<file path="src/rtl/core/signed_integer_to_radix_digits_defines.svh">
// ----------------------------------------------------------------------------
// signed_integer_to_radix_digits_defines.svh
// assertion macros for the signed integer to radix digits block
// ----------------------------------------------------------------------------
`ifndef SIGNED_INTEGER_TO_RADIX_DIGITS_DEFINES_SVH
`define SIGNED_INTEGER_TO_RADIX_DIGITS_DEFINES_SVH

`ifndef SYNTH
// property must hold at every clock edge out of reset
`define SITRD_ASSERT(label, clk, rst_n, prop) \
  label: assert property (@(posedge clk) disable iff (!rst_n) prop) \
    else $error("sitrd: assertion failed");
// condition must never be seen at a clock edge out of reset
`define SITRD_ASSERT_NEVER(label, clk, rst_n, cond) \
  label: assert property (@(posedge clk) disable iff (!rst_n) !(cond)) \
    else $error("sitrd: forbidden condition seen");
`else
`define SITRD_ASSERT(label, clk, rst_n, prop)
`define SITRD_ASSERT_NEVER(label, clk, rst_n, cond)
`endif

`endif

</file>
<file path="src/rtl/core/sitrd_pkg.sv">
// ----------------------------------------------------------------------------
// sitrd_pkg
// shared types, constants and helpers of the radix digit converter
// ----------------------------------------------------------------------------
package sitrd_pkg;

  localparam int unsigned VALUE_W       = 32;
  localparam int unsigned SYM_W         = 8;
  localparam int unsigned CFG_W         = 64;
  localparam int unsigned CFG_IDX_W     = 2;
  localparam int unsigned BASE_W        = 5;
  localparam int unsigned ALPHA_SYMS    = 16;
  localparam int unsigned SYM_IDX_W     = 4;
  localparam int unsigned ALPHA_W       = ALPHA_SYMS * SYM_W;
  localparam int unsigned DEF_MAX_RADIX = 16;

  // quotient bits produced per division cycle
  localparam int unsigned BITS_PER_STEP = 8;
  localparam int unsigned DIV_STEPS     = VALUE_W / BITS_PER_STEP;
  localparam int unsigned STEP_W        = $clog2(DIV_STEPS);

  // digit stack: radix 2 gives the longest text
  localparam int unsigned MAX_DIGITS    = VALUE_W;
  localparam int unsigned STK_IDX_W     = $clog2(MAX_DIGITS);
  localparam int unsigned CNT_W         = STK_IDX_W + 1;

  localparam logic [SYM_W-1:0] MINUS_SIGN = 8'h2D;
  localparam logic [SYM_W-1:0] PLUS_SIGN  = 8'h2B;
  localparam logic [SYM_W-1:0] NUL_SYM    = 8'h00;

  // register indexes of the configuration port
  localparam logic [CFG_IDX_W-1:0] REG_ALPHA_LO  = 2'd0;
  localparam logic [CFG_IDX_W-1:0] REG_ALPHA_HI  = 2'd1;
  localparam logic [CFG_IDX_W-1:0] REG_BASE_SIZE = 2'd2;

  typedef struct packed {
    logic load;
    logic chk_step;
    logic div_step;
    logic emit_sign;
    logic emit_digit;
  } cmd_t;

  typedef struct packed {
    logic range_ok;
    logic neg;
    logic chk_bad;
    logic chk_done;
    logic quot_zero;
    logic at_digit_start;
    logic stack_empty;
    logic out_free;
    logic pop_last;
  } sts_t;

  function automatic logic [SYM_W-1:0] sym_at(input logic [ALPHA_W-1:0] alpha,
                                               input logic [SYM_IDX_W-1:0] idx);
    return alpha[{idx, 3'b000} +: SYM_W];
  endfunction

endpackage

</file>
<file path="src/rtl/core/sitrd_if.sv">
// ----------------------------------------------------------------------------
// sitrd_if
// valid/ready channels for input values and output characters
// ----------------------------------------------------------------------------
interface sitrd_in_if import sitrd_pkg::*; ();
  logic                      valid;
  logic                      ready;
  logic signed [VALUE_W-1:0] value;

  modport source (output valid, output value, input ready);
  modport sink   (input valid, input value, output ready);
endinterface

interface sitrd_out_if import sitrd_pkg::*; ();
  logic             valid;
  logic             ready;
  logic [SYM_W-1:0] symbol;
  logic             last;

  modport source (output valid, output symbol, output last, input ready);
  modport sink   (input valid, input symbol, input last, output ready);
endinterface

</file>
<file path="src/rtl/core/sitrd_ctrl.sv">
// ----------------------------------------------------------------------------
// sitrd_ctrl
// sequencer: alphabet check, sign, digit division, digit output
// ----------------------------------------------------------------------------
module sitrd_ctrl import sitrd_pkg::*; (
  input  logic clk_i,
  input  logic rst_ni,
  input  logic in_valid_i,
  output logic in_ready_o,
  input  sts_t sts_i,
  output cmd_t cmd_o
);

  typedef enum logic [4:0] {
    ST_IDLE  = 5'b00001,
    ST_CHECK = 5'b00010,
    ST_SIGN  = 5'b00100,
    ST_DIV   = 5'b01000,
    ST_EMIT  = 5'b10000
  } state_e;

  state_e state_q, state_d;

  always_comb begin
    state_d    = state_q;
    cmd_o      = '0;
    in_ready_o = 1'b0;
    unique case (state_q)
      ST_IDLE: begin
        in_ready_o = 1'b1;
        if (in_valid_i) begin
          cmd_o.load = 1'b1;
          if (sts_i.range_ok) state_d = ST_CHECK;
        end
      end
      ST_CHECK: begin
        if (sts_i.chk_bad) begin
          state_d = ST_IDLE;
        end else if (sts_i.chk_done) begin
          state_d = sts_i.neg ? ST_SIGN : ST_DIV;
        end else begin
          cmd_o.chk_step = 1'b1;
        end
      end
      ST_SIGN: begin
        if (sts_i.out_free) begin
          cmd_o.emit_sign = 1'b1;
          state_d         = ST_DIV;
        end
      end
      ST_DIV: begin
        if (sts_i.at_digit_start && !sts_i.stack_empty && sts_i.quot_zero) begin
          state_d = ST_EMIT;
        end else begin
          cmd_o.div_step = 1'b1;
        end
      end
      ST_EMIT: begin
        if (sts_i.out_free) begin
          cmd_o.emit_digit = 1'b1;
          if (sts_i.pop_last) state_d = ST_IDLE;
        end
      end
      default: state_d = ST_IDLE;
    endcase
  end

  always_ff @(posedge clk_i or negedge rst_ni) begin
    if (!rst_ni) begin
      state_q <= ST_IDLE;
    end else begin
      state_q <= state_d;
    end
  end

endmodule

</file>
<file path="src/rtl/core/sitrd_datapath.sv">
// ----------------------------------------------------------------------------
// sitrd_datapath
// config registers, alphabet checker, digit divider, digit stack, output reg
// ----------------------------------------------------------------------------
module sitrd_datapath import sitrd_pkg::*; #(
  parameter int unsigned MAX_RADIX = DEF_MAX_RADIX
) (
  input  logic                      clk_i,
  input  logic                      rst_ni,
  input  logic                      cfg_we_i,
  input  logic [CFG_IDX_W-1:0]      cfg_idx_i,
  input  logic [CFG_W-1:0]          cfg_data_i,
  input  logic signed [VALUE_W-1:0] value_i,
  input  cmd_t                      cmd_i,
  output sts_t                      sts_o,
  input  logic                      out_ready_i,
  output logic                      out_valid_o,
  output logic [SYM_W-1:0]          out_symbol_o,
  output logic                      out_last_o
);

  localparam int unsigned DIG_W = $clog2(MAX_RADIX);
  localparam int unsigned REM_W = DIG_W + 1;

  logic [ALPHA_W-1:0]   alpha_q;
  logic [BASE_W-1:0]    base_q;
  logic [DIG_W-1:0]     chk_idx_q;
  logic [STEP_W-1:0]    step_q;
  logic [CNT_W-1:0]     cnt_q;
  logic [VALUE_W-1:0]   dvd_q;
  logic [DIG_W-1:0]     rem_q;
  logic                 neg_q;
  logic [DIG_W-1:0]     digits_q [MAX_DIGITS];
  logic                 out_valid_q;
  logic [SYM_W-1:0]     out_symbol_q;
  logic                 out_last_q;

  logic [SYM_W-1:0]     chk_sym;
  logic                 chk_bad;
  logic [REM_W-1:0]     rt;
  logic [VALUE_W-1:0]   dt;
  logic [DIG_W-1:0]     rem_d;
  logic                 step_last;
  logic [CNT_W-1:0]     cnt_m1;
  logic [DIG_W-1:0]     top_digit;
  logic [VALUE_W-1:0]   raw;
  logic [VALUE_W-1:0]   mag;

  // configuration registers
  always_ff @(posedge clk_i or negedge rst_ni) begin
    if (!rst_ni) begin
      alpha_q <= '0;
      base_q  <= '0;
    end else if (cfg_we_i) begin
      unique case (cfg_idx_i)
        REG_ALPHA_LO:  alpha_q[CFG_W-1:0]       <= cfg_data_i;
        REG_ALPHA_HI:  alpha_q[ALPHA_W-1:CFG_W] <= cfg_data_i;
        REG_BASE_SIZE: base_q                   <= cfg_data_i[BASE_W-1:0];
        default: ;
      endcase
    end
  end

  // one symbol per cycle against the NUL and sign symbols and all later symbols in use
  assign chk_sym = sym_at(alpha_q, SYM_IDX_W'(chk_idx_q));

  always_comb begin
    chk_bad = (chk_sym == NUL_SYM) || (chk_sym == PLUS_SIGN) || (chk_sym == MINUS_SIGN);
    for (int j = 0; j < MAX_RADIX; j++) begin
      if (j > int'(chk_idx_q) && j < int'(base_q) &&
          sym_at(alpha_q, SYM_IDX_W'(j)) == chk_sym) begin
        chk_bad = 1'b1;
      end
    end
  end

  // restoring division, BITS_PER_STEP quotient bits a cycle
  always_comb begin
    rt = {1'b0, rem_q};
    dt = dvd_q;
    for (int k = 0; k < BITS_PER_STEP; k++) begin
      rt = {rt[DIG_W-1:0], dt[VALUE_W-1]};
      dt = {dt[VALUE_W-2:0], 1'b0};
      if (BASE_W'(rt) >= base_q) begin
        rt    = rt - REM_W'(base_q);
        dt[0] = 1'b1;
      end
    end
  end

  assign rem_d     = rt[DIG_W-1:0];
  assign step_last = (step_q == STEP_W'(DIV_STEPS - 1));
  assign cnt_m1    = cnt_q - CNT_W'(1);
  assign top_digit = digits_q[cnt_m1[STK_IDX_W-1:0]];
  assign raw       = value_i;
  assign mag       = raw[VALUE_W-1] ? (VALUE_W'(0) - raw) : raw;

  // counters
  always_ff @(posedge clk_i or negedge rst_ni) begin
    if (!rst_ni) begin
      chk_idx_q <= '0;
      step_q    <= '0;
      cnt_q     <= '0;
    end else if (cmd_i.load) begin
      chk_idx_q <= '0;
      step_q    <= '0;
      cnt_q     <= '0;
    end else begin
      if (cmd_i.chk_step) chk_idx_q <= chk_idx_q + DIG_W'(1);
      if (cmd_i.div_step) begin
        step_q <= step_last ? '0 : step_q + STEP_W'(1);
        if (step_last) cnt_q <= cnt_q + CNT_W'(1);
      end else if (cmd_i.emit_digit) begin
        cnt_q <= cnt_m1;
      end
    end
  end

  // dividend, remainder and digit stack
  always_ff @(posedge clk_i) begin
    if (cmd_i.load) begin
      dvd_q <= mag;
      rem_q <= '0;
      neg_q <= raw[VALUE_W-1];
    end else if (cmd_i.div_step) begin
      dvd_q <= dt;
      rem_q <= step_last ? '0 : rem_d;
      if (step_last) digits_q[cnt_q[STK_IDX_W-1:0]] <= rem_d;
    end
  end

  // output register
  always_ff @(posedge clk_i or negedge rst_ni) begin
    if (!rst_ni) begin
      out_valid_q <= 1'b0;
    end else if (cmd_i.emit_sign || cmd_i.emit_digit) begin
      out_valid_q <= 1'b1;
    end else if (out_ready_i) begin
      out_valid_q <= 1'b0;
    end
  end

  always_ff @(posedge clk_i) begin
    if (cmd_i.emit_sign) begin
      out_symbol_q <= MINUS_SIGN;
      out_last_q   <= 1'b0;
    end else if (cmd_i.emit_digit) begin
      out_symbol_q <= sym_at(alpha_q, SYM_IDX_W'(top_digit));
      out_last_q   <= (cnt_q == CNT_W'(1));
    end
  end

  assign out_valid_o  = out_valid_q;
  assign out_symbol_o = out_symbol_q;
  assign out_last_o   = out_last_q;

  always_comb begin
    sts_o                = '0;
    sts_o.range_ok       = (base_q >= BASE_W'(2)) && (base_q <= BASE_W'(MAX_RADIX));
    sts_o.neg            = neg_q;
    sts_o.chk_bad        = chk_bad;
    sts_o.chk_done       = (chk_idx_q == DIG_W'(base_q - BASE_W'(1)));
    sts_o.quot_zero      = (dvd_q == '0);
    sts_o.at_digit_start = (step_q == '0);
    sts_o.stack_empty    = (cnt_q == '0);
    sts_o.out_free       = !out_valid_q || out_ready_i;
    sts_o.pop_last       = (cnt_q == CNT_W'(1));
  end

endmodule

</file>
<file path="src/rtl/core/signed_integer_to_radix_digits.sv">
// each value runs the one-symbol-a-cycle alphabet check, then the sign if negative,
//   then the 8-bit-a-cycle digit divider before the first digit reaches the output
//   register; a new value is taken only once the previous one is through
// reset: alphabet and base size clear to zero, so values are dropped until configured
// ----------------------------------------------------------------------------
// signed_integer_to_radix_digits
// signed 32-bit value to text in a configured radix, one character per transfer
// ----------------------------------------------------------------------------
`include "signed_integer_to_radix_digits_defines.svh"

module signed_integer_to_radix_digits import sitrd_pkg::*; #(
  parameter int unsigned MAX_RADIX = DEF_MAX_RADIX
) (
  input  logic                 clk_i,
  input  logic                 rst_ni,
  // configuration write port
  input  logic                 cfg_we_i,
  input  logic [CFG_IDX_W-1:0] cfg_idx_i,
  input  logic [CFG_W-1:0]     cfg_data_i,
  // value in, characters out
  sitrd_in_if.sink             in_i,
  sitrd_out_if.source          out_o
);

  cmd_t cmd;
  sts_t sts;
  logic in_ready;

  // sequencer: idle, alphabet check, sign, divide, emit
  sitrd_ctrl u_ctrl (
    .clk_i      (clk_i),
    .rst_ni     (rst_ni),
    .in_valid_i (in_i.valid),
    .in_ready_o (in_ready),
    .sts_i      (sts),
    .cmd_o      (cmd)
  );

  // datapath: digits are produced least significant first into a stack,
  // then popped most significant first through the output register
  sitrd_datapath #(
    .MAX_RADIX (MAX_RADIX)
  ) u_datapath (
    .clk_i        (clk_i),
    .rst_ni       (rst_ni),
    .cfg_we_i     (cfg_we_i),
    .cfg_idx_i    (cfg_idx_i),
    .cfg_data_i   (cfg_data_i),
    .value_i      (in_i.value),
    .cmd_i        (cmd),
    .sts_o        (sts),
    .out_ready_i  (out_o.ready),
    .out_valid_o  (out_o.valid),
    .out_symbol_o (out_o.symbol),
    .out_last_o   (out_o.last)
  );

  // input is taken only between values
  assign in_i.ready = in_ready;

  // a base size in range moves the block out of idle right after the transfer
  `SITRD_ASSERT(a_busy_after_load, clk_i, rst_ni, (in_i.valid && in_i.ready && sts.range_ok) |=> !in_i.ready)
  // a character that is not the last one means the value is still in work
  `SITRD_ASSERT_NEVER(a_idle_mid_text, clk_i, rst_ni, out_o.valid && !out_o.last && in_i.ready)
  // digits are popped only from a filled stack
  `SITRD_ASSERT_NEVER(a_pop_empty, clk_i, rst_ni, cmd.emit_digit && sts.stack_empty)
  // the output register is written only when it is free
  `SITRD_ASSERT(a_emit_free, clk_i, rst_ni, (cmd.emit_sign || cmd.emit_digit) |-> sts.out_free)

endmodule
</file>
<file path="src/flat_wrapper.sv">
// flat-port wrapper written by rule: the top's interface ports become plain ports
module signed_integer_to_radix_digits_flat import sitrd_pkg::*;
#(
  parameter int unsigned MAX_RADIX = DEF_MAX_RADIX
)
  (clk_i, rst_ni, cfg_we_i, cfg_idx_i, cfg_data_i, in_i_valid, in_i_value, in_i_ready, out_o_valid, out_o_symbol, out_o_last, out_o_ready);
  sitrd_in_if in_i_i ();
  sitrd_out_if out_o_i ();
  input  logic clk_i;
  input  logic rst_ni;
  input  logic cfg_we_i;
  input  logic [CFG_IDX_W-1:0] cfg_idx_i;
  input  logic [CFG_W-1:0] cfg_data_i;
  input wire logic [$bits(in_i_i.valid)-1:0] in_i_valid;
  input wire logic [$bits(in_i_i.value)-1:0] in_i_value;
  output wire logic [$bits(in_i_i.ready)-1:0] in_i_ready;
  output wire logic [$bits(out_o_i.valid)-1:0] out_o_valid;
  output wire logic [$bits(out_o_i.symbol)-1:0] out_o_symbol;
  output wire logic [$bits(out_o_i.last)-1:0] out_o_last;
  input wire logic [$bits(out_o_i.ready)-1:0] out_o_ready;
  assign in_i_i.valid = in_i_valid;
  assign in_i_i.value = in_i_value;
  assign in_i_ready = in_i_i.ready;
  assign out_o_valid = out_o_i.valid;
  assign out_o_symbol = out_o_i.symbol;
  assign out_o_last = out_o_i.last;
  assign out_o_i.ready = out_o_ready;
  signed_integer_to_radix_digits #(.MAX_RADIX(MAX_RADIX)) u_core (.clk_i(clk_i), .rst_ni(rst_ni), .cfg_we_i(cfg_we_i), .cfg_idx_i(cfg_idx_i), .cfg_data_i(cfg_data_i), .in_i(in_i_i), .out_o(out_o_i));
endmodule
</file>
<file path="config.mk">
export PLATFORM = sky130hd
export DESIGN_NAME = signed_integer_to_radix_digits_flat
export DESIGN_NICKNAME = d
export VERILOG_FILES = /design/src/rtl/core/sitrd_pkg.sv /design/src/rtl/core/sitrd_if.sv /design/src/rtl/core/sitrd_ctrl.sv /design/src/rtl/core/sitrd_datapath.sv /design/src/rtl/core/signed_integer_to_radix_digits.sv /design/src/flat_wrapper.sv
export VERILOG_INCLUDE_DIRS = /design/src /design/src/rtl/core
export SDC_FILE = /design/constraint.sdc
export NUM_CORES = 1
export LEC_CHECK = 0
export BUFFER_PORTS_ARGS = -buffer_cell sky130_fd_sc_hd__buf_2
export CORE_MARGIN = 8
export CORE_UTILIZATION = 63
export DETAILED_ROUTE_END_ITERATION = 8
export PLACE_DENSITY = 0.82
export REMOVE_ABC_BUFFERS = 1
export SYNTH_ARGS = -nofsm -noshare
export SYNTH_HDL_FRONTEND = slang
export SYNTH_HIERARCHICAL = 1
export SYNTH_SLANG_ARGS = --single-unit
</file>
<file path="constraint.sdc">
create_clock -name clk_i -period 23.8 [get_ports clk_i]
set_input_delay 2.38 -clock clk_i [delete_from_list [all_inputs] [get_ports clk_i]]
set_output_delay 2.38 -clock clk_i [all_outputs]
set_load 0.05 [all_outputs]
</file>
# ---- After elaboration in Yosys (flattened, before gate mapping)
# Memories as Yosys holds them, arrays and structs flattened.
# Index checks and enable logic that the tools add are counted.
dict set report totals {
  reg_bits 197
  elab_cells 229
  ram_bits 128
  output_inout_bits 11
  inputBits 103
  n_memories 1
}
# name depth width read_ports rd_ports_with_merged_regs wr line_no
set mem_list {}
lappend mem_list {u_core.u_datapath.digits_q 32 4 1 0 1 sitrd_datapath.sv:33} ;# logic [DIG_W-1:0] digits_q [MAX_DIGITS];
dict set report op_classes {
  eq_ne 35
  muxes 71
  add_sub_neg 14
  magnitude_cmp 40
  shifts 2
  reduce_logical 53
}
# cell n
set op_table {}
lappend op_table {{indexed part select 128 x 8 -> 8 bit} 2}
lappend op_table {{== test 8 bit} 15}
lappend op_table {{2-to-1 mux 32 bit} 3}
lappend op_table {{2-to-1 mux 4 bit} 12}
lappend op_table {{>= comparator 5 bit} 8}
lappend op_table {{< comparator 4 x 5 -> 1 bit, first input constant} 8}
lappend op_table {{2-to-1 mux 1 bit} 40}
lappend op_table {{2-to-1 mux 5 bit} 8}
lappend op_table {{logical AND 1 bit} 33}
lappend op_table {{> comparator 4 bit, first input constant} 8}
lappend op_table {{zero test 32 bit} 1}
lappend op_table {{subtractor 1 x 32 -> 32 bit, first input constant} 1}
lappend op_table {{subtractor 4 bit} 8}
lappend op_table {{case mux 5 bit (5 select lines)} 1}
lappend op_table {{2-to-1 mux 6 bit} 4}
lappend op_table {{< comparator 3 x 5 -> 1 bit, first input constant} 4}
lappend op_table {{== test 8 x 6 -> 1 bit, second input constant} 2}
lappend op_table {{> comparator 3 x 4 -> 1 bit, first input constant} 4}
lappend op_table {{< comparator 2 x 5 -> 1 bit, first input constant} 2}
lappend op_table {{> comparator 2 x 4 -> 1 bit, first input constant} 2}
lappend op_table {{zero test 8 bit} 1}
lappend op_table {{inequality test 2 x 1 -> 1 bit, second input constant} 4}
lappend op_table {{AND reduction 2 bit} 4}
lappend op_table {{AND reduction 7 bit} 1}
lappend op_table {{27 further kinds} 39}

# ---- Logic depth before layout (Yosys ltp)
# Gate-level depths: netlist of the first run.
dict set report logic_depth {
  word_depth 23
  ltp_mapped 65
  mapped_depth_nobuf 64
}

# ---- By module
# Netlist of the first run, hierarchy kept.
# mod cells_per_inst n_inst area_each_um2 seq_area_each_um2
set by_module_without_submodules {}
lappend by_module_without_submodules {sitrd_datapath 1546 1 19062.0 8748.4}
lappend by_module_without_submodules {sitrd_ctrl 42 1 392.9 126.4}

# ---- Least setup slack after synthesis of the first run
# No wires, ideal clock.
dict set report synth_timing {
  path_type {register to register}
  startpoint {reg u_core.u_datapath.base_q[1]}
  endpoint {mem u_core/u_datapath/digits_q[0][0] in the netlist's numbering, data pin}
  setup_ps 464
  period_less_slack_ps 13268
  path_buffers 1
  required_time_ps 23336
  path_slack_ps 10532
  arrival_ps 12804
  path_stages_with_launch 64
  cell_sequence {dfrtp_1 -> clkbuf_1 -> inv_1 -> ha_1 -> nor2b_1 -> o21ai_0 -> nand3b_1 -> a21o_1 -> a21o_1 -> mux2_2 -> inv_1 -> ha_1 -> nor2b_1 -> o21ai_0 -> nand3b_1 -> a21o_1 -> a21o_1 -> mux2_2 -> [28 not listed] -> nor2b_1 -> mux2_2 -> inv_1 -> ha_1 -> nor2b_1 -> o21ai_0 -> nand3b_1 -> a21o_1 -> a21o_1 -> nor2_1 -> a21oi_1 -> ha_1 -> o21ai_0 -> a21boi_0 -> o21ai_0 -> nand2b_1 -> a21oi_1 -> o21ai_0}
}
dict set report synth_between {
  elab_chain_cells 16
  elab_cells_between_ends 23
  cone_classes {7 x add/sub; 8 x order compare; 8 x mux}
}
# item line_no
set synth_lines {}
lappend synth_lines {{start, declared} sitrd_datapath.sv:26} ;# logic [BASE_W-1:0] base_q;
lappend synth_lines {{start signal, assigned} sitrd_datapath.sv:58} ;# REG_BASE_SIZE: base_q <= cfg_data_i[BASE_W-1:0];
lappend synth_lines {{subtractor 4 bit / >= comparator 5 bit (equally long branches)} {sitrd_datapath.sv:85, sitrd_datapath.sv:84}}
lappend synth_lines {{2-to-1 mux 4 bit} sitrd_datapath.sv:84} ;# if (BASE_W'(rt) >= base_q) begin
lappend synth_lines {{subtractor 4 bit / >= comparator 5 bit (equally long branches)} {sitrd_datapath.sv:85, sitrd_datapath.sv:84}}
lappend synth_lines {{2-to-1 mux 4 bit} sitrd_datapath.sv:84}
lappend synth_lines {{subtractor 4 bit / >= comparator 5 bit (equally long branches)} {sitrd_datapath.sv:85, sitrd_datapath.sv:84}}
lappend synth_lines {{2-to-1 mux 4 bit} sitrd_datapath.sv:84}
lappend synth_lines {{>= comparator 5 bit / subtractor 4 bit (equally long branches)} {sitrd_datapath.sv:84, sitrd_datapath.sv:85}}
lappend synth_lines {{2-to-1 mux 4 bit} sitrd_datapath.sv:84}
lappend synth_lines {{subtractor 4 bit / >= comparator 5 bit (equally long branches)} {sitrd_datapath.sv:85, sitrd_datapath.sv:84}}
lappend synth_lines {{2-to-1 mux 4 bit} sitrd_datapath.sv:84}
lappend synth_lines {{subtractor 4 bit / >= comparator 5 bit (equally long branches)} {sitrd_datapath.sv:85, sitrd_datapath.sv:84}}
lappend synth_lines {{2-to-1 mux 4 bit} sitrd_datapath.sv:84}
lappend synth_lines {{subtractor 4 bit / >= comparator 5 bit (equally long branches)} {sitrd_datapath.sv:85, sitrd_datapath.sv:84}}
lappend synth_lines {{2-to-1 mux 4 bit} sitrd_datapath.sv:84}
lappend synth_lines {{>= comparator 5 bit *} sitrd_datapath.sv:84}
lappend synth_lines {{2-to-1 mux 4 bit *} sitrd_datapath.sv:84}
lappend synth_lines {{via u_core.u_datapath.rt[0]} sitrd_datapath.sv:40} ;# logic [REM_W-1:0] rt;
lappend synth_lines {{end, declared} sitrd_datapath.sv:33}
# Mark *: on every way through the listed nets, which the timed path passes. The rest lies on a longest branch.

# ---- Worst setup path in the final report of the first run
dict set report layout_timing {
  startpoint {reg u_core.u_datapath.base_q[1]}
  endpoint {mem u_core/u_datapath/digits_q[27][0] in the netlist's numbering, data pin}
}
# Same word-level chain as after synthesis.

==> impl_results.md, run 1 <==
- Ranking of synthesized cells by area: edfxtp_1 (25%), dfrtp_1 (19%), mux2_2 (9.5%), mux4_2 (5.8%), mux2i_1 (4.8%)
- # resized after CTS: 0
- Met2 routed WL: around 24000 um
- IO buf count: 113
- Yosys warning total: 6
- Tcrit/Tclk final: 0.609
- Area of the core: between 0.03 and 0.04 mm^2
- Wl on met1: between 20000 and 25000 um
- Initial DRC Count: 1460
- Initial antenna violation count: 0
- Post-synthesis cell area: between 0.015 and 0.02 mm^2
- Hold Fails Final Rpt: 0
- Slew headroom: 0.140
- Number of max-cap violations: 0
- Residual DRC count: 0
- Multi-input logic area: between 0.009 and 0.01 mm^2
- # fillers: 2121
- Synthesized area per cell: around 12 um^2
- Hold Path Class: reg2reg
- Area share of the largest cell type after synthesis: 0.249
- Vias in the first global route: between 10k and 15k
- DR WL/cell: roughly 24 um
- Flip-flop and latch area: about 0.009 mm^2
- Synth cell types: 77
- Antenna Nets Post-Route: 0
- H-tree depth: 2
- First-pass GRT wire length: 79500 um
- DP HPWL: ~36000 um
- Worst path most repeated cell: a21o_1
- Max Slew Vio Count: 0
- Setup Fix Bufs, Post-CTS: 0
- Vias per cell: 6.54
- Status: finished clean
- CP Class: reg2reg
- Routability Congestion: a little under 1
- Crit end category: flip-flop
- I/O pins: around 110
- GR Overflow Total: 0
- Ys flop type: edfxtp_1
- FP Rows: 64
- Die area: 0.0368 mm^2
- Die Y: between 150 and 200 um
- Area Growth Syn to Fin: 9.96%
- Ratio of cells with drive above 1 in the final layout: 0.254
- CTS root buffer: clkbuf_16
- Worst skew pair latency: 0.53 ns
- EDFF count, synth: 161
- Drt total wl: about 50000 um
- Unrepaired setup endpoints after global routing: false
- Yosys top cell by area: edfxtp_1
- Largest net degree at the start of global routing: just over 80
- Most frequent cell after synthesis: mux2_2
- Max incr delay on CP: 0.83 ns
- Nets: around 1.8k
- Pre-Repair DR Iteration Count: 6
- Setup-failing EPs final: 0
- Setup TNS: 0 ns
- Clock period minus worst slack: approximately 15 ns
- CTS buffer count: 35
- Skew final: between 0.02 and 0.03 ns
- Slowest stage cell, crit path: dfrtp_1
- WP data arrival: between 10 and 15 ns
- Starting Density: 0.638
- Die X: 192 um
- Max clock buf depth: 3
- Hold-fix buffer count after cts: 0
- Clk pin slew, worst setup/hold paths: around 0.06 ns
- Crit path launch type: flip-flop
- Post-synth top cells: mux2_2 (164), edfxtp_1 (161), dfrtp_1 (150), nor2_1 (99), mux2i_1 (93)
- Total Routing Usage GR: 0.278
- CTS tree: yes
- Ys async rst share: 0.465
- Routed wl met3: 4800 um
- Top sig layer: met4
- Fmax: 69.0 MHz
- Crit path required time: around 24 ns
- Top fanout value on the critical path: 33
- Post-synthesis sequential area ratio: 0.456
- #FFs+latches synth: between 300 and 400
- Clock Sinks: about 330
- Worst-margin pin slew: roughly 1.3 ns
- DR vias: approximately 14k
- Mapped Cells: 1588
- Diode count: 0
==> per-stage QoR <==
stage / hold WS (ns) / worst slack (ns) / std cells / utilization / instance area, um^2
2_1_floorplan: 0.454 / 10.59 / 1503 / - / 19000
3_3_place_gp: 0.464 / 10.10 / 2027 / 0.661 / 20200
3_5_place_dp: 0.460 / 9.54 / 2027 / 0.661 / 20200
4_1_cts: 0.469 / 9.33 / 2090 / 0.701 / 21400
5_1_grt: 0.488 / 8.11 / 2090 / 0.701 / 21400
6_report: 0.462 / 9.30 / 2090 / 0.701 / 21400
==> cell type report <==
cell class                      instances  share of cell area
Timing Repair Buffer                  128              0.0320
Inverter                               44             0.00772
Sequential cell                       325               0.415
Tap cell                              396              0.0232
Clock buffer                           38              0.0419
Multi-Input combinational cell       1134               0.465
Clock inverter                         25              0.0154
==> logic make-up (layout without fill, tap and decap cells) <==
logic type               count (synthesis)  after routing  synth area share
flip-flops                             325            325             0.456
buffers and inverters                  129            235            0.0332
multiplexers                           324            324             0.223
adder cells (fa/ha/maj)                 59             59            0.0410
XOR/XNOR                               182            182            0.0827
AO/OA/AOI/OAI                          208            208            0.0680
AND/OR/NAND/NOR                        361            361            0.0960
==> routing by layer <==
metal / vias up / global-route usage
li1: 6077 / -
met2: 652 / 0.425
met1: 6837 / 0.391
met5: - / 0
met3: 98 / 0.0735
met4: 0 / 0.0722
==> flip-flops by register name (all words and copies together) (netlist names) <==
signal and flops:
u_core/u_datapath/out_symbol_o 8, u_core/u_datapath/rem_q 4, u_core/u_datapath/neg_q 1, u_core/u_datapath/base_q 5, u_core/u_datapath/digits_q 128, u_core/u_datapath/dvd_q 32
u_core/u_datapath/cnt_q 6, u_core/u_datapath/alpha_q 128, u_core/u_datapath/step_q 2, u_core/u_ctrl/state_q 5, u_core/u_datapath/chk_idx_q 4, u_core/u_datapath/out_valid_o 1
u_core/u_datapath/out_last_o 1
==> placed cells by master (no fill, tap or decap), types with 7 or more instances in the layout <==
cell and instances:
clkinv_2 8, buf_4 15, o21ai_0 51, nand2_1 73
mux2_2 164, nor2b_1 16, o31ai_1 16, nand4_1 29
nand3b_1 14, mux4_2 50, nor3_1 12, clkbuf_16 35
or4_1 7, a21o_1 15, xnor2_1 90, nor2_1 99
mux4_1 13, nor4_1 29, fa_1 8, nand2b_1 11
a21oi_1 64, buf_2 112, ha_1 50, a22oi_1 10
dfxtp_1 13, dfrtp_1 149, inv_1 41, xor2_1 90
mux2i_1 93, edfxtp_1 161, nand3_1 36
==> worst paths after layout <==
check / slack (ns) / start / to / cells past startpoint
max: 9.30 / u_core/u_datapath/base_q[1] / u_core/u_datapath/digits_q[27][0] / 62
min: 0.46 / u_core/u_datapath/out_symbol_o[6] / u_core/u_datapath/out_symbol_o[6] / 1
max reg2reg: 9.30 / u_core/u_datapath/base_q[1] / u_core/u_datapath/digits_q[27][0] / 62
min reg2reg: 0.46 / u_core/u_datapath/out_symbol_o[6] / u_core/u_datapath/out_symbol_o[6] / 1
max in group asynchronous: 20.50 / rst_ni / u_core/u_datapath/alpha_q[65] / 2
min in group asynchronous: 1.91 / rst_ni / u_core/u_datapath/alpha_q[118] / 1
==> critical path: cells and delay by family (launching register included) <==
family          cells  cell delay [ns]
flops               1             0.83
mux                 5             1.72
simple gates       14             1.82
compound gates     29             6.61
buf+inv             6             0.85
fa+ha+maj           8             2.25
Power of run 1 is left out: the tool's default activity adds up to more than one toggle a clock period on the data nets, which glitch-free logic cannot reach.
==> run 2: changes to the inputs <==
--- a/config.mk
+++ b/config.mk
@@ -8,9 +8,9 @@
 export LEC_CHECK = 0
 export BUFFER_PORTS_ARGS = -buffer_cell sky130_fd_sc_hd__buf_2
 export CORE_MARGIN = 8
-export CORE_UTILIZATION = 63
+export CORE_UTILIZATION = 62
 export DETAILED_ROUTE_END_ITERATION = 8
-export PLACE_DENSITY = 0.82
+export PLACE_DENSITY = 0.81
 export REMOVE_ABC_BUFFERS = 1
 export SYNTH_ARGS = -nofsm -noshare
 export SYNTH_HDL_FRONTEND = slang
==> constraint.sdc (replaced) <==
create_clock -name clk_i -period 13.6 [get_ports clk_i]
set_input_delay 1.36 -clock clk_i [delete_from_list [all_inputs] [get_ports clk_i]]
set_output_delay 1.36 -clock clk_i [all_outputs]
set_load 0.05 [all_outputs]
==> run 2 against run 1 <==
  * Register-to-register slack got worse by 8.4 ns
  * Non-clock buffer count is 8 higher
  * Via count grew 0.38%
  * Hold slack improved by 0.019 ns
  * Clock skew increased by 0.0030 ns
  * Wire length is 0.52% higher
  * Global-route usage down 0.076 points
  * Clock-buffer cell count grew 5
  * Largest cell class unchanged
==> impl_results.md, run 2 (same netlist as run 1, synthesis figures left out) <==
- Status: finished clean (unchanged)
- Max Slew Vio Count: 0 (unchanged)
- I/O pins: 114 (unchanged)
- Crit end category: flip-flop (unchanged)
- H-tree depth: 2 (unchanged)
- Worst r2r src: u_core/u_datapath/base_q[2] (was u_core/u_datapath/base_q[1])
- Total Routing Usage GR: 0.277 (was 0.278)
- Reg2Reg Setup Slack: 0.94 ns (was 9.30 ns)
- Die area: 0.0373 mm^2 (was 0.0368 mm^2)
- Crit path launch type: flip-flop (unchanged)
- CP Class: reg2reg (unchanged)
- WP data arrival: 13.07 ns (was 14.63 ns)
- Clk pin slew, worst setup/hold paths: 0.06 ns (about the same)
- Max clock buf depth: 3 (unchanged)
- Reg2reg end: u_core/u_datapath/rem_q[1] (was u_core/u_datapath/digits_q[27][0])
- CTS buffer count: 35 (unchanged)
- FF-to-FF path depth: 61 (was 62)
- Routability Congestion: 0.964 (was 0.990)
- Largest net degree at the start of global routing: 83 (was 82)
- Setup Fix Bufs, Post-CTS: 0 (unchanged)
- First-pass GRT wire length: 79100 um (was 79500 um)
- Crit path required time: 14.02 ns (was 23.93 ns)
- Tcrit/Tclk final: 0.931 (was 0.609)
- Area of the core: 0.0312 mm^2 (was 0.0305 mm^2)
- Ratio of cells with drive above 1 in the final layout: 0.256 (was 0.254)
- # fillers: 2287 (was 2121)
- DR WL/cell: 24.4 um (about the same)
- Fmax: 79.0 MHz (was 69.0 MHz)
- Number of max-cap violations: 0 (unchanged)
- Hold Path Class: reg2reg (unchanged)
- Worst path most repeated cell: a21o_1 (unchanged)
- Vias in the first global route: 13.8k (about the same)
- Initial DRC Count: 1606 (was 1460)
- DR vias: 13.7k (about the same)
- Most frequent cells in the layout: mux2_2 (161), edfxtp_1 (161), dfrtp_1 (148) (was mux2_2 (164), edfxtp_1 (161), dfrtp_1 (149))
- Top fanout value on the critical path: 33 (unchanged)
- CTS tree: yes (unchanged)
- Setup-failing EPs final: 0 (unchanged)
- Nets: 1838 (was 1830)
- Hold Path Sink: u_core/u_datapath/out_symbol_o[6] (unchanged)
- Vias per cell: 6.52 (was 6.54)
- GR Overflow Total: 0 (unchanged)
- Unrepaired setup endpoints after global routing: true (was false)
- Skew final: 0.0308 ns (was 0.0278 ns)
- IO buf count: 113 (unchanged)
- DP HPWL: 36300 um (was 36200 um)
- Drt total wl: 51300 um (was 51100 um)
- Clock Sinks: 325 (unchanged)
- Hold Fails Final Rpt: 0 (unchanged)
- Initial antenna violation count: 0 (unchanged)
- Starting Density: 0.623 (was 0.638)
- Setup TNS: 0 ns (unchanged)
- Pre-Repair DR Iteration Count: 5 (was 6)
- Worst-margin pin slew: 1.24 ns (was 1.29 ns)
- Clock period minus worst slack: 12.66 ns (was 14.50 ns)
- Die Y: 193 um (was 192 um)
- Hold depth: 1 (unchanged)
- CTS root buffer: clkbuf_16 (unchanged)
- Hold_sp: u_core/u_datapath/out_symbol_o[6] (unchanged)
- Area Growth Syn to Fin: 10.1% (was 9.96%)
- FP Rows: 65 (was 64)
- Slew headroom: 0.165 (was 0.140)
- Residual DRC count: 0 (unchanged)
- Antenna Nets Post-Route: 0 (unchanged)
- Max incr delay on CP: 0.47 ns (was 0.83 ns)
- Worst skew pair latency: 0.55 ns (was 0.53 ns)
- Slowest stage cell, crit path: mux2_4 (was dfrtp_1)
- Die X: 193 um (was 192 um)
## run 2: cell types whose count changed in the layout (fill, tap and decap cells not counted), moves of 2 or more
cell        delta
a21oi_1        -2
bufinv_16      -3
clkbuf_1       +4
mux2_2         -3
clkinv_1       +3
buf_4          +7
clkinvlp_4     -2
mux2_4         +3
clkinv_2       -4
## run 2: repair_timing
action	4_1_cts	5_1_grt
hold buffers	0	0
resized for setup	0	8
setup endpoints to repair	0	133
## run 2: metal layers
metal,wire [um],vias up,GRT usage
li1,-,6103,-
met1,21500,6826,0.389
met2,23500,692,0.429
met3,4930,95,0.0656
met4,1360,0,0.0769
met5,0,-,0
## run 2: worst max-delay path by stage
| stage | from | end | slack (ns) | cells after the start |
|---|---|---|---|---|
| after global routing | u_core/u_datapath/base_q[2] | u_core/u_datapath/rem_q[1] | -0.01 | 62 |
| after global placement | u_core/u_datapath/base_q[2] | u_core/u_datapath/rem_q[2] | 1.0 | 62 |
| after detailed placement | u_core/u_datapath/base_q[2] | u_core/u_datapath/rem_q[2] | 0.47 | 62 |
| final | u_core/u_datapath/base_q[2] | u_core/u_datapath/rem_q[1] | 0.94 | 61 |
| after floorplan | u_core/u_datapath/base_q[1] | u_core/u_datapath/digits_q[0][0] | 0.39 | 62 |
| after CTS | u_core/u_datapath/base_q[2] | u_core/u_datapath/rem_q[1] | 0.37 | 62 |
## run 2: area by class of cell
class | instances | area (um^2) | area share
clock inverter | 20 | 223 | 0.0104
antenna | 1 | 2.50 | 0.000117
sequential | 325 | 8880 | 0.415
tap | 402 | 503 | 0.0235
inverter | 44 | 165 | 0.00771
multi-input combinational | 1134 | 9970 | 0.466
clock buffer | 43 | 926 | 0.0432
timing repair buffer | 136 | 748 | 0.0349
## run 2: critical path: cells and delay by family, from the launching register on
| family | cells | cell delay, ns |
|---|---|---|
| AO/OA/AOI/OAI | 27 | 5.38 |
| multiplexers | 7 | 2.46 |
| adder cells (fa/ha/maj) | 8 | 2.10 |
| AND/OR/NAND/NOR | 12 | 1.52 |
| buffers and inverters | 7 | 0.59 |
| flip-flops | 1 | 0.46 |
## run 2: metrics by stage
step	util	cell area [um^2]	instances	hold WS, ns	setup slack [ns]
floorplan	-	19000	1503	0.454	0.393
global placement	0.648	20200	2041	0.471	0.995
detailed placement	0.648	20200	2041	0.471	0.467
CTS	0.685	21400	2104	0.488	0.367
global route	0.686	21400	2104	0.522	-0.0116
finish	0.686	21400	2105	0.481	0.944
Power of run 2 is left out for the same reason.
==> run 3: changes to the inputs <==
--- a/config.mk
+++ b/config.mk
@@ -11,7 +11,6 @@
 export CORE_UTILIZATION = 62
 export DETAILED_ROUTE_END_ITERATION = 8
 export PLACE_DENSITY = 0.81
-export REMOVE_ABC_BUFFERS = 1
 export SYNTH_ARGS = -nofsm -noshare
 export SYNTH_HDL_FRONTEND = slang
 export SYNTH_HIERARCHICAL = 1
==> run 3 against run 2 <==
  * Via count increased by 1.3%
  * Maximum frequency decreased by 3.5%
  * Cell area increased by 0.45%
  * Critical endpoint is now u_core/u_datapath/digits_q[9][0]
  * Sequential cell count unchanged
  * Core utilization increased by 0.31 points
  * Critical path type unchanged
  * Setup slack got worse by 0.46 ns
  * First-iteration DRC count decreased by 9.8%
  * Non-clock buffer count increased by 1
==> impl_results.md, run 3 (same netlist as run 1, synthesis figures left out) <==
- Top delay family on crit path: compound AO/OA/AOI/OAI gates (unchanged)
- Pre-Repair DR Iteration Count: 6 (was 5)
- Area Growth Syn to Fin: 10.6% (was 10.1%)
- Hold Fails Final Rpt: 0 (unchanged)
- H-tree depth: 2 (unchanged)
- Final WS setup: 0.485 ns (was 0.944 ns)
- Starting Density: 0.623 (unchanged)
- DR vias: 13.9k (was 13.7k)
- CP Launch Point: u_core/u_datapath/base_q[0] (was u_core/u_datapath/base_q[2])
- Clk pin slew, worst setup/hold paths: 0.06 ns (about the same)
- Hold_sp: u_core/u_datapath/out_last_o (was u_core/u_datapath/out_symbol_o[6])
- I/O pins: 114 (unchanged)
- CTS buffer count: 36 (was 35)
- Placed insts: 2040 (was 2041)
- Die area: 0.0373 mm^2 (unchanged)
- IO buf count: 113 (unchanged)
- Area of the core: 0.0312 mm^2 (unchanged)
- Top fanout value on the critical path: 24 (was 33)
- Crit end category: flip-flop (unchanged)
- Setup-failing EPs final: 0 (unchanged)
- Hold Path Class: reg2reg (unchanged)
- Non-filler cells, final: 2108 (was 2105)
- Vias per cell: 6.59 (was 6.52)
- Ratio of cells with drive above 1 in the final layout: 0.258 (was 0.256)
- Skew final: 0.0290 ns (was 0.0308 ns)
- CTS root buffer: clkbuf_16 (unchanged)
- First-pass GRT wire length: 80300 um (was 79100 um)
- Buf/Inv on CP: 8 (was 7)
- Routability Congestion: 0.973 (was 0.964)
- Most common cell after layout, fill and taps aside: mux2_2
- GR Overflow Total: 0 (unchanged)
- CTS tree: yes (unchanged)
- Setup TNS: 0 ns (unchanged)
- Slew headroom: 0.222 (was 0.165)
- Clock period minus worst slack: 13.12 ns (was 12.66 ns)
- Worst path most repeated cell: a21o_1 (unchanged)
- Max clock buf depth: 3 (unchanged)
- Die X: 193 um (unchanged)
- Most frequent cells in the layout: mux2_2 (162), edfxtp_1 (161), dfrtp_1 (148) (was mux2_2 (161), edfxtp_1 (161), dfrtp_1 (148))
- Dpl ws: 0.400 ns (was 0.467 ns)
- Slowest stage cell, crit path: o21ai_2 (was mux2_4)
- Clock Sinks: 325 (unchanged)
- Fmax: 76.2 MHz (was 79.0 MHz)
- Largest net degree at the start of global routing: 82 (was 83)
- Nets: 1842 (was 1838)
- Vias in the first global route: 14.2k (was 13.8k)
- Worst-margin pin slew: 1.16 ns (was 1.24 ns)
- FP Rows: 65 (unchanged)
- CP Class: reg2reg (unchanged)
- WP data arrival: 13.47 ns (was 13.07 ns)
- Die Y: 193 um (unchanged)
- Worst skew pair latency: 0.54 ns (was 0.55 ns)
- DR WL/cell: 24.8 um (was 24.4 um)
- Max incr delay on CP: 0.45 ns (was 0.47 ns)
- Number of max-cap violations: 0 (unchanged)
- Status: finished clean (unchanged)
- Residual DRC count: 0 (unchanged)
- Initial antenna violation count: 0 (unchanged)
- Drt total wl: 52300 um (was 51300 um)
- Crit path required time: 13.95 ns (was 14.02 ns)
- Initial DRC Count: 1448 (was 1606)
- Max Slew Vio Count: 0 (unchanged)
- DP HPWL: 36300 um (about the same)
- Diode count: 0 (was 1)
- Worst r2r src: u_core/u_datapath/base_q[0] (was u_core/u_datapath/base_q[2])
- Total Routing Usage GR: 0.280 (was 0.277)
- Antenna Nets Post-Route: 0 (unchanged)
- Syn_nets: ~1.8k
- Tcrit/Tclk final: 0.964 (was 0.931)
- Crit path launch type: flip-flop (unchanged)
==> run 3: cell types whose count changed in the layout (fill, tap and decap cells not counted), sizes merged <==
| cell | delta |
|---|---|
| inv | -1 |
| clkbuf | -1 |
| clkinvlp | +1 |
| diode | -1 |
| mux2 | +2 |
| buf | +1 |
| bufinv | +2 |
==> run 3: timing repair <==
item / in CTS / in global routing
buffers inserted: 0 / 2
setup endpoints to repair: 0 / 132
resized for setup: 0 / 12
hold buffers: 0 / 0
==> run 3: area by class of cell <==
cell class | count | area, um^2
clock buffers | 42 | 933
flip-flops and latches | 325 | 8880
inverters | 44 | 165
clock inverters | 22 | 258
fillers | 2284 | 9720
repair buffers | 137 | 768
multi-input cells | 1136 | 10000
well taps | 402 | 503
==> run 3: worst paths after layout <==
path / endpoint / slack [ns] / depth (start not counted)
max: u_core/u_datapath/digits_q[9][0] / 0.48 / 64
min: u_core/u_datapath/out_last_o / 0.47 / 2
max reg2reg: u_core/u_datapath/digits_q[9][0] / 0.48 / 64
min reg2reg: u_core/u_datapath/out_last_o / 0.47 / 2
max in group asynchronous: u_core/u_datapath/chk_idx_q[1] / 11.29 / 2
min in group asynchronous: u_core/u_datapath/alpha_q[62] / 0.87 / 1
==> run 3: worst register-to-register path, delay by kind of cell, from the launching register on <==
family,cells,cell delay [ns]
compound gates,29,5.96
fa+ha+maj,8,2.00
simple gates,14,1.90
mux,5,1.73
buf+inv,8,1.01
flops,1,0.32
==> run 3: per-stage QoR <==
stage	utilization	hold WS [ns]	instance area, um^2
after floorplan	-	0.454	19500
after global routing	0.689	0.498	21500
final	0.689	0.465	21500
after CTS	0.686	0.463	21400
after global placement	0.648	0.446	20200
after detailed placement	0.648	0.454	20200
==> run 3: metal layers <==
metal | track usage | vias up | routed length, um
li1 | - | 6116 | -
met1 | 0.357 | 6913 | 20200
met2 | 0.466 | 705 | 25400
met3 | 0.0435 | 162 | 3990
met4 | 0.134 | 0 | 2690
met5 | 0 | - | 0
Power of run 3 is left out for the same reason.
